**src/design/rps_pkg.sv**
```systemverilog
// ----------------------------------------------------------------------------
// rps_pkg
// shared types, register codes and reset values of the ramped pwm sequencer
// ----------------------------------------------------------------------------
package rps_pkg;

    localparam int unsigned CFG_DATA_W   = 16;
    localparam int unsigned CFG_INDEX_W  = 3;
    localparam int unsigned TICKS_W      = 16;
    localparam int unsigned CYCLES_W     = 10;
    localparam int unsigned SUBSTEP_W    = 7;
    localparam int unsigned LEVEL_W      = 3;
    localparam int unsigned PHASE_CODE_W = 3;
    localparam int unsigned DUTY_W       = 10;

    typedef logic [CFG_DATA_W-1:0]   cfg_data_t;
    typedef logic [TICKS_W-1:0]      ticks_t;
    typedef logic [CYCLES_W-1:0]     cycles_t;
    typedef logic [SUBSTEP_W-1:0]    substep_t;
    typedef logic [LEVEL_W-1:0]      level_t;
    typedef logic [PHASE_CODE_W-1:0] phase_code_t;
    typedef logic [DUTY_W-1:0]       duty_t;

    typedef enum logic [CFG_INDEX_W-1:0] {
        CFG_SLOW_STEP_TICKS  = 3'd0,
        CFG_FAST_STEP_TICKS  = 3'd1,
        CFG_SLOW_CYCLES      = 3'd2,
        CFG_FAST_CYCLES      = 3'd3,
        CFG_DEBOUNCE_TICKS   = 3'd4,
        CFG_LEVEL_STEP       = 3'd5,
        CFG_STEPS_PER_PERIOD = 3'd6,
        CFG_NUM_LEVELS       = 3'd7
    } cfg_index_t;

    typedef enum logic [4:0] {
        PH_IDLE = 5'b00001,
        PH_DEB  = 5'b00010,
        PH_SLOW = 5'b00100,
        PH_FAST = 5'b01000,
        PH_DONE = 5'b10000
    } phase_t;

    localparam phase_code_t PHASE_CODE_IDLE = 3'd0;
    localparam phase_code_t PHASE_CODE_DEB  = 3'd1;
    localparam phase_code_t PHASE_CODE_SLOW = 3'd2;
    localparam phase_code_t PHASE_CODE_FAST = 3'd3;
    localparam phase_code_t PHASE_CODE_DONE = 3'd4;

    localparam ticks_t   RST_SLOW_STEP_TICKS  = 16'd167;
    localparam ticks_t   RST_FAST_STEP_TICKS  = 16'd25;
    localparam cycles_t  RST_SLOW_CYCLES      = 10'd120;
    localparam cycles_t  RST_FAST_CYCLES      = 10'd800;
    localparam ticks_t   RST_DEBOUNCE_TICKS   = 16'd10000;
    localparam substep_t RST_LEVEL_STEP       = 7'd25;
    localparam substep_t RST_STEPS_PER_PERIOD = 7'd100;
    localparam level_t   RST_NUM_LEVELS       = 3'd5;

    function automatic phase_code_t phase_code(input phase_t ph);
        phase_code_t code;
        begin
            code = PHASE_CODE_DONE;
            unique case (ph)
                PH_IDLE: code = PHASE_CODE_IDLE;
                PH_DEB:  code = PHASE_CODE_DEB;
                PH_SLOW: code = PHASE_CODE_SLOW;
                PH_FAST: code = PHASE_CODE_FAST;
                default: code = PHASE_CODE_DONE;
            endcase
            return code;
        end
    endfunction

endpackage

```
**src/design/rps_if.sv**
```systemverilog
// ----------------------------------------------------------------------------
// rps_if
// tick and result channels of the ramped pwm sequencer
// ----------------------------------------------------------------------------
interface rps_tick_if;
    logic valid;
    logic ready;
    logic button_level;

    modport source (output valid, output button_level, input ready);
    modport sink   (input valid, input button_level, output ready);
endinterface

interface rps_result_if;
    logic                      valid;
    logic                      ready;
    logic                      motor_drive;
    logic                      led_drive;
    rps_pkg::phase_code_t      phase;
    rps_pkg::level_t           duty_level;

    modport source (output valid, output motor_drive, output led_drive,
                    output phase, output duty_level, input ready);
    modport sink   (input valid, input motor_drive, input led_drive,
                    input phase, input duty_level, output ready);
endinterface

```
**src/design/ramped_pwm_sequencer.sv**
```systemverilog
// ----------------------------------------------------------------------------
// ramped_pwm_sequencer
// debounced start, then slow and fast stepped-duty pwm phases, then done
// ----------------------------------------------------------------------------
// Each tick item is one timebase tick and yields exactly one result item,
// available from the output register in the cycle after it is taken. One
// tick is taken per clock cycle: tick.ready is high whenever the output
// register is empty or its result is taken in the same cycle, so the rate is
// set only by the sink. The result reports the phase, level and drive as
// they stood before that tick advanced the counters. Configuration writes
// take effect from the next tick and should be made only while idle.
// ----------------------------------------------------------------------------
module ramped_pwm_sequencer (
    input  logic                   clk,
    input  logic                   rst_n,
    rps_tick_if.sink               tick,
    rps_result_if.source           result,
    input  logic                   wr_en,
    input  rps_pkg::cfg_index_t    wr_index,
    input  rps_pkg::cfg_data_t     wr_data
);
    import rps_pkg::*;

    ticks_t      slow_step_ticks_reg;
    ticks_t      fast_step_ticks_reg;
    cycles_t     slow_cycles_reg;
    cycles_t     fast_cycles_reg;
    ticks_t      debounce_ticks_reg;
    substep_t    level_step_reg;
    substep_t    steps_per_period_reg;
    level_t      num_levels_reg;

    phase_t      phase_reg,     phase_next;
    ticks_t      deb_count_reg, deb_count_next;
    ticks_t      prescale_reg,  prescale_next;
    substep_t    substep_reg,   substep_next;
    cycles_t     cycle_reg,     cycle_next;
    level_t      level_reg,     level_next;

    logic        out_valid_reg;
    logic        drive_reg,     drive_next;
    phase_code_t code_reg,      code_next;
    level_t      shown_reg,     shown_next;

    ticks_t      step_ticks;
    cycles_t     cycles_lim;
    duty_t       duty_raw;
    duty_t       duty;
    logic        tick_acc;

    assign tick.ready = ~out_valid_reg | result.ready;
    assign tick_acc   = tick.valid & tick.ready;

    // configuration registers
    always_ff @(posedge clk or negedge rst_n)
    begin
        if (!rst_n)
        begin
            slow_step_ticks_reg  <= RST_SLOW_STEP_TICKS;
            fast_step_ticks_reg  <= RST_FAST_STEP_TICKS;
            slow_cycles_reg      <= RST_SLOW_CYCLES;
            fast_cycles_reg      <= RST_FAST_CYCLES;
            debounce_ticks_reg   <= RST_DEBOUNCE_TICKS;
            level_step_reg       <= RST_LEVEL_STEP;
            steps_per_period_reg <= RST_STEPS_PER_PERIOD;
            num_levels_reg       <= RST_NUM_LEVELS;
        end
        else if (wr_en)
        begin
            unique case (wr_index)
                CFG_SLOW_STEP_TICKS:  slow_step_ticks_reg  <= wr_data[TICKS_W-1:0];
                CFG_FAST_STEP_TICKS:  fast_step_ticks_reg  <= wr_data[TICKS_W-1:0];
                CFG_SLOW_CYCLES:      slow_cycles_reg      <= wr_data[CYCLES_W-1:0];
                CFG_FAST_CYCLES:      fast_cycles_reg      <= wr_data[CYCLES_W-1:0];
                CFG_DEBOUNCE_TICKS:   debounce_ticks_reg   <= wr_data[TICKS_W-1:0];
                CFG_LEVEL_STEP:       level_step_reg       <= wr_data[SUBSTEP_W-1:0];
                CFG_STEPS_PER_PERIOD: steps_per_period_reg <= wr_data[SUBSTEP_W-1:0];
                CFG_NUM_LEVELS:       num_levels_reg       <= wr_data[LEVEL_W-1:0];
                default:              ;
            endcase
        end
    end

    assign step_ticks = (phase_reg == PH_SLOW) ? slow_step_ticks_reg : fast_step_ticks_reg;
    assign cycles_lim = (phase_reg == PH_SLOW) ? slow_cycles_reg : fast_cycles_reg;
    assign duty_raw   = {{(DUTY_W-LEVEL_W){1'b0}}, level_reg}
                      * {{(DUTY_W-SUBSTEP_W){1'b0}}, level_step_reg};
    assign duty       = (duty_raw > {{(DUTY_W-SUBSTEP_W){1'b0}}, steps_per_period_reg})
                      ? {{(DUTY_W-SUBSTEP_W){1'b0}}, steps_per_period_reg} : duty_raw;

    always_comb
    begin
        phase_next     = phase_reg;
        deb_count_next = deb_count_reg;
        prescale_next  = prescale_reg;
        substep_next   = substep_reg;
        cycle_next     = cycle_reg;
        level_next     = level_reg;
        drive_next     = 1'b0;
        code_next      = phase_code(phase_reg);
        shown_next     = '0;

        unique case (phase_reg)
            PH_IDLE:
            begin
                if (tick.button_level)
                begin
                    phase_next     = PH_DEB;
                    deb_count_next = '0;
                end
            end
            PH_DEB:
            begin
                if (deb_count_reg >= debounce_ticks_reg)
                begin
                    if (tick.button_level)
                    begin
                        phase_next    = PH_SLOW;
                        prescale_next = '0;
                        substep_next  = '0;
                        cycle_next    = '0;
                        level_next    = '0;
                    end
                    else
                    begin
                        phase_next = PH_IDLE;
                    end
                    deb_count_next = '0;
                end
                else
                begin
                    deb_count_next = deb_count_reg + 1'b1;
                end
            end
            PH_SLOW, PH_FAST:
            begin
                drive_next = ({{(DUTY_W-SUBSTEP_W){1'b0}}, substep_reg} < duty);
                shown_next = level_reg;
                // counter chain: prescale, sub-step, period, level, phase
                if ({1'b0, prescale_reg} + 17'd1 < {1'b0, step_ticks})
                begin
                    prescale_next = prescale_reg + 1'b1;
                end
                else
                begin
                    prescale_next = '0;
                    if ({1'b0, substep_reg} + 8'd1 < {1'b0, steps_per_period_reg})
                    begin
                        substep_next = substep_reg + 1'b1;
                    end
                    else
                    begin
                        substep_next = '0;
                        if ({1'b0, cycle_reg} + 11'd1 < {1'b0, cycles_lim})
                        begin
                            cycle_next = cycle_reg + 1'b1;
                        end
                        else
                        begin
                            cycle_next = '0;
                            if ({1'b0, level_reg} + 4'd1 < {1'b0, num_levels_reg})
                            begin
                                level_next = level_reg + 1'b1;
                            end
                            else
                            begin
                                level_next = '0;
                                phase_next = (phase_reg == PH_SLOW) ? PH_FAST : PH_DONE;
                            end
                        end
                    end
                end
            end
            default:
            begin
                phase_next = PH_DONE;
                code_next  = PHASE_CODE_DONE;
            end
        endcase
    end

    // sequencer state
    always_ff @(posedge clk or negedge rst_n)
    begin
        if (!rst_n)
        begin
            phase_reg     <= PH_IDLE;
            deb_count_reg <= '0;
            prescale_reg  <= '0;
            substep_reg   <= '0;
            cycle_reg     <= '0;
            level_reg     <= '0;
        end
        else if (tick_acc)
        begin
            phase_reg     <= phase_next;
            deb_count_reg <= deb_count_next;
            prescale_reg  <= prescale_next;
            substep_reg   <= substep_next;
            cycle_reg     <= cycle_next;
            level_reg     <= level_next;
        end
    end

    // output register
    always_ff @(posedge clk or negedge rst_n)
    begin
        if (!rst_n)
        begin
            out_valid_reg <= 1'b0;
        end
        else if (tick_acc)
        begin
            out_valid_reg <= 1'b1;
        end
        else if (result.ready)
        begin
            out_valid_reg <= 1'b0;
        end
    end

    always_ff @(posedge clk)
    begin
        if (tick_acc)
        begin
            drive_reg <= drive_next;
            code_reg  <= code_next;
            shown_reg <= shown_next;
        end
    end

    assign result.valid       = out_valid_reg;
    assign result.motor_drive = drive_reg;
    assign result.led_drive   = drive_reg;
    assign result.phase       = code_reg;
    assign result.duty_level  = shown_reg;

endmodule
```
**src/flat_wrapper.sv**
```systemverilog
// flat-port wrapper written by rule: the top's interface ports become plain ports
module ramped_pwm_sequencer_flat import rps_pkg::*;
  (clk, rst_n, wr_en, wr_index, wr_data, tick_valid, tick_button_level, tick_ready, result_valid, result_motor_drive, result_led_drive, result_phase, result_duty_level, result_ready);
  rps_tick_if tick_i ();
  rps_result_if result_i ();
  input  logic clk;
  input  logic rst_n;
  input  logic wr_en;
  input  rps_pkg::cfg_index_t wr_index;
  input  rps_pkg::cfg_data_t wr_data;
  input wire logic [$bits(tick_i.valid)-1:0] tick_valid;
  input wire logic [$bits(tick_i.button_level)-1:0] tick_button_level;
  output wire logic [$bits(tick_i.ready)-1:0] tick_ready;
  output wire logic [$bits(result_i.valid)-1:0] result_valid;
  output wire logic [$bits(result_i.motor_drive)-1:0] result_motor_drive;
  output wire logic [$bits(result_i.led_drive)-1:0] result_led_drive;
  output wire logic [$bits(result_i.phase)-1:0] result_phase;
  output wire logic [$bits(result_i.duty_level)-1:0] result_duty_level;
  input wire logic [$bits(result_i.ready)-1:0] result_ready;
  assign tick_i.valid = tick_valid;
  assign tick_i.button_level = tick_button_level;
  assign tick_ready = tick_i.ready;
  assign result_valid = result_i.valid;
  assign result_motor_drive = result_i.motor_drive;
  assign result_led_drive = result_i.led_drive;
  assign result_phase = result_i.phase;
  assign result_duty_level = result_i.duty_level;
  assign result_i.ready = result_ready;
  ramped_pwm_sequencer u_core (.clk(clk), .rst_n(rst_n), .tick(tick_i), .result(result_i), .wr_en(wr_en), .wr_index(wr_index), .wr_data(wr_data));
endmodule
```
**config.mk**
```make
export PLATFORM = sky130hd
export DESIGN_NAME = ramped_pwm_sequencer_flat
export DESIGN_NICKNAME = d
export VERILOG_FILES = /design/src/design/rps_pkg.sv /design/src/design/rps_if.sv /design/src/design/ramped_pwm_sequencer.sv /design/src/flat_wrapper.sv
export SDC_FILE = /design/constraint.sdc
export NUM_CORES = 1
export LEC_CHECK = 0
export ABC_AREA = 0
export BUFFER_PORTS_ARGS = -buffer_cell sky130_fd_sc_hd__buf_2
export CAP_MARGIN = 15
export CORE_MARGIN = 5
export CORE_UTILIZATION = 45
export CTS_CLUSTER_DIAMETER = 30
export DETAILED_ROUTE_END_ITERATION = 6
export GPL_ROUTABILITY_DRIVEN = 0
export PLACE_DENSITY_LB_ADDON = 0.3
export SYNTH_ARGS = -nofsm -noshare
export SYNTH_HDL_FRONTEND = slang
export SYNTH_SLANG_ARGS = --single-unit
```
**constraint.sdc**
```tcl
create_clock -name clk -period 5.5 [get_ports clk]
set_input_delay 0.825 -clock clk [delete_from_list [all_inputs] [get_ports clk]]
set_output_delay 0.825 -clock clk [all_outputs]
set_load 0.01 [all_outputs]
```
After elaboration in Yosys (flattened, before gate mapping)
Cells that the tools add are included.
{ "classes": {"n_mux": 39, "n_reduce_logical": 20, "multipliers": 1, "eq_ne": 18, "n_bitwise": 3, "add_sub_neg": 9, "n_lt_le_gt_ge": 7} }
{ "op_table": {"columns": ["op", "n"], "rows": [
  ["16-bit 2-to-1 mux", 5],
  ["10-bit 2-to-1 mux", 7],
  ["16-bit one-hot mux with 2 select lines", 2],
  ["5-bit 2-to-1 mux", 7],
  ["16-bit by 1-bit adder with 16-bit output, second input constant", 2],
  ["7-bit 2-to-1 mux", 4],
  ["3-bit 2-to-1 mux", 7],
  ["10-bit one-hot mux with 2 select lines", 1],
  ["16-bit by 1-bit adder with 17-bit output, second input constant", 1],
  ["17-bit by 16-bit < comparator with 1-bit output", 1],
  ["16-bit greater-or-equal comparator", 1],
  ["2-bit AND reduction", 8],
  ["5-bit one-hot mux with 3 select lines", 1],
  ["7-bit one-hot mux with 2 select lines", 1],
  ["7-bit AND reduction", 2],
  ["3-bit equality test, second input constant", 4],
  ["2-bit != test, second input constant", 6],
  ["3-bit one-hot mux with 4 select lines", 1],
  ["10-bit by 1-bit adder with 11-bit output, second input constant", 1],
  ["11-bit by 10-bit < comparator with 1-bit output", 1],
  ["10-bit by 1-bit adder with 10-bit output, second input constant", 1],
  ["10-bit by 7-bit greater-than comparator with 1-bit output", 1],
  ["7-bit by 10-bit < comparator with 1-bit output", 1],
  ["3-bit by 7-bit multiplier with 10-bit output", 1],
  ["26 further kinds", 30]
]} }
{ "totals": {"wordCells": 115, "in_bits": 25, "register_bits": 150} }

Logic depth before layout (Yosys ltp)
{ "depth": {"word_depth": 7, "ltp_mapped": 23} }

Worst setup path after synthesis
OpenSTA, ideal clock, no wires.
{ "synth_timing": {"path_type": "reg-to-reg", "startpoint": "register u_core.level_reg[2]", "endpoint": "register u_core.drive_reg, in the netlist u_core.result.led_drive (data pin)", "path_slack_ns": 0.326, "synth_period_minus_slack_ns": 5.174, "stages_incl_launch_ff": 23, "path_buffers": 1, "t_arrival_ns": 5.015, "cell_sequence": "dfrtp_1 -> clkbuf_1 -> nand2_1 -> fa_1 -> inv_1 -> ha_1 -> a21o_1 -> a21oi_1 -> xnor2_1 -> ha_1 -> nand4_1 -> inv_1 -> a221o_1 -> a21o_1 -> a21oi_1 -> mux2i_1 -> ha_1 -> and4_1 -> a21oi_1 -> nand2_1 -> a211oi_1 -> nand3b_1 -> o211ai_1"} }
{ "synth_between": {"elab_chain_cells": 4} }
{ "synth_lines": {"columns": ["element", "line", "rtl"], "rows": [
  ["start, declared", "ramped_pwm_sequencer.sv:38", "level_t level_reg, level_next;"],
  ["start signal, assigned", "ramped_pwm_sequencer.sv:201", "level_reg <= level_next;"],
  ["3-bit by 7-bit multiplier with 10-bit output (*)", "ramped_pwm_sequencer.sv:87", "* {{(DUTY_W-SUBSTEP_W){1'b0}}, level_step_reg};"],
  ["10-bit by 7-bit greater-than comparator with 1-bit output", "ramped_pwm_sequencer.sv:88", "assign duty = (duty_raw > {{(DUTY_W-SUBSTEP_W){1'b0}}, steps_per_period_reg})"],
  ["10-bit 2-to-1 mux (*)", "ramped_pwm_sequencer.sv:89", "? {{(DUTY_W-SUBSTEP_W){1'b0}}, steps_per_period_reg} : duty_raw;"],
  ["7-bit by 10-bit < comparator with 1-bit output (*)", "ramped_pwm_sequencer.sv:137", "drive_next = ({{(DUTY_W-SUBSTEP_W){1'b0}}, substep_reg} < duty);"],
  ["end signal, assigned", "ramped_pwm_sequencer.sv:226", "drive_reg <= drive_next;"],
  ["end, declared", "ramped_pwm_sequencer.sv:41", "logic drive_reg, drive_next;"]
]} }
Every way passes the cells marked *; elsewhere a longest branch is shown, timed or not.
A chain may end at the register's enable or synchronous reset.

Worst setup path in the final report
{ "layout_timing": {"startpoint": "register u_core.level_reg[0]", "endpoint": "register u_core.drive_reg, in the netlist u_core.result.led_drive (data pin)"} }
The elaborated chain is that of the path after synthesis.

==> impl_metrics.toml <==
[run_status]
status = "completed"

[setup_path]
crit_path_end_kind = "flip-flop"
reg2regPathDepth = 22
cpPeakStageDelay_ns = 0.57
reg2reg_setup_slack_ns = 0.40
critical_path.slowest_cell = "dfrtp_1"
path_cells = "nand2_1, fa_1, inv_1, ha_1, a21o_1, a21oi_1, xnor2_1, ha_1, nand4_1, inv_1, a221o_1, a21o_1, a21oi_1, buf_4, mux2i_1, ha_1, and4_1, a21oi_1, nand2_1, a211oi_1, nand3b_1, o211ai_1"
crit_path_max_fanout = 13
startpoint = "u_core.level_reg[0]"
cp.required_ns = 5.76
start_kind = "flip-flop"
critPathKind = "reg2reg"
critical_path.reg2reg.startpoint = "u_core.level_reg[0]"
arrival_ns = 5.36
timing.rr.end = "u_core.result.led_drive"

[global_routing]
grt_start_max_net_pins = 88
grt.overflow.total = 0
grt_use_total_pct = 17.72
grt_first_pass_wirelength_um = 34200
antenna_found_initial = 0
grt_pass1_vias = 6759

[clocking]
cts_tree = "built"
cts_buffer_depth = 2
numCtsBuffers = 17
cts.sinks = 150
cts_setup_buffers = 0
post_cts_resized = 0
ctsHoldBuffers = 0
htreeDepth = 4
clk_pin_slew_ns = 0.06
clk_latency_ns = 0.42
cts_root_buffer = "clkbuf_16"

[pwr]
peakVddDrop_mv = 0.2223
power_mw = 2.990
cellPowerDensity_mw_per_mm2 = 293.5
leakage_nw = 4.826

[timing]
fin_setup_tns_ns = 0
relSlewSlack_pct = 45.62
setup_viol = 0
skew_ns = 0.009893
rsz0062_at_grt = "no"
fin_crit_sh_pct = 92.70
period_minus_slack_ns = 5.098
worst_pin_slew_ns = 0.8158
drv_slew = 0
timing.fmax_mhz = 196.1
finalHoldViolations = 0

[place]
dp_hpwl_um = 14230
port_buffers = 34

[layout]
fillers = 1823
syn_to_final_growth_pct = 11.46
final_nets = 1018
diodes = 0
drive_gt1_share_pct = 21.30

[synthesis]
synth_edf_count = 7
synth.distinct_cells = 67
syn_inst = 883
netlist_top_cells_count = "dfrtp_1, nand2_1, ha_1"
synth_area_leader_cell = "dfrtp_1"
syn_area_sq_mm = 0.009141
syn_avg_cell_area_sq_um = 10.35
async_flop_share_pct = 95.33
synth_seq_area_share_pct = 41.84
syn-num-nets = 989
ys_seq_elements = 150
synth.most_common_cell = "dfrtp_1"
yosys_warnings = 0
ys.flop_type = "dfrtp_1"
synth_top_area_share_pct = 31.21
yosys-top-cells-area = "dfrtp_1, ha_1, mux2_2, dfstp_2, mux2i_1"

[floorplan]
core-area_sq_mm = 0.02010
io_pins = 35
die_w_um = 152.5
fp.dieArea_sq_mm = 0.02326
die_y_um = 152.5
start_util_pct = 45.47
rows = 52

[routing]
firstDrtPassIters = 6
via_per_inst = 5.444
drt_iter0_drc = 331
num_vias = 6506
final_antenna_net_count = 0
wire_per_inst_um = 16.46
routed_wirelength_um = 19670
drc = 0

[run]
maxCapViolCount = 0

[hold_path]
hp-class = "in2async"
## layout make-up
class	count	area, sq um	area share [%]
multi-input combinational	648	4976	48.84
sequential	150	3827	37.57
clock buffer	20	456.7	4.482
tap	270	337.8	3.316
timing repair buffer	45	259.0	2.542
inverter	50	187.7	1.842
clock inverter	12	143.9	1.412
## cell families (layout without fill, tap and decap cells)
family	Yosys count	after routing	share of synthesized area [%]
and+or+nand+nor	266	266	14.86
DFF	150	150	41.84
AOI/OAI and AO/OA	148	148	10.57
muxes	109	109	13.04
buffers and inverters	85	127	3.887
adders and majority gates	81	81	11.58
xor gates and xnor gates	44	44	4.216
## report_power, final
group / internal [mW] / switching [mW]
clock network: 0.702 / 0.489
registers: 1.29 / 0.0940
logic: 0.205 / 0.210
## through the flow
stage	utilization [%]	setup WS [ns]	hold slack, ns	cell area, sq um	cells
after floorplan	-	0.3257	0.4761	9141	883
final	50.68	0.4017	0.4494	10190	1195
after global routing	50.68	0.004784	0.5066	10190	1195
after detailed placement	47.68	0.3440	0.4939	9585	1163
after global placement	47.68	0.4611	0.4873	9585	1163
after CTS	50.67	0.3175	0.4899	10190	1195
## placed cells by master (no fill, tap or decap), types with 9 or more instances in the layout
cell type  count
dfrtp_1      112
nand2_1       85
ha_1          75
mux2_2        73
nor2_1        53
o21ai_0       52
inv_1         50
mux2i_1       34
buf_2         33
nand3_1       29
dfstp_2       29
a21oi_1       23
xor2_1        22
xnor2_1       22
clkbuf_16     17
nand4_1       12
a21o_1        12
nor3_1        12
nand2b_1      12
and2_1        11
buf_4         11
and3_1        10
o31ai_1       10
a22o_1         9
## worst max-delay path by stage
stage / to / slack, ns / depth (start not counted)
final: u_core.result.led_drive / 0.40 / 22
after global placement: u_core.result.led_drive / 0.46 / 22
after floorplan: u_core.result.led_drive / 0.33 / 22
after global routing: u_core.result.led_drive / 0.005 / 23
after detailed placement: u_core.result.led_drive / 0.34 / 22
after CTS: u_core.result.led_drive / 0.32 / 22
## critical path, delay by kind of cell, from the launching register on
family	cells	cell delay (ns)
fa+ha+maj	4	1.35
mux	1	0.21
simple gates	5	0.61
flops	1	0.57
buf+inv	3	0.32
xor+xnor	1	0.19
compound gates	8	1.69
## routing by layer
metal	wire, um	up-vias	GRT usage [%]
met5	0	-	0
met4	318	0	4.709
met3	545	30	3.692
met2	9984	86	30.84
met1	8823	3199	22.55
li1	-	3191	-
(Power assumes the default switching activity.)
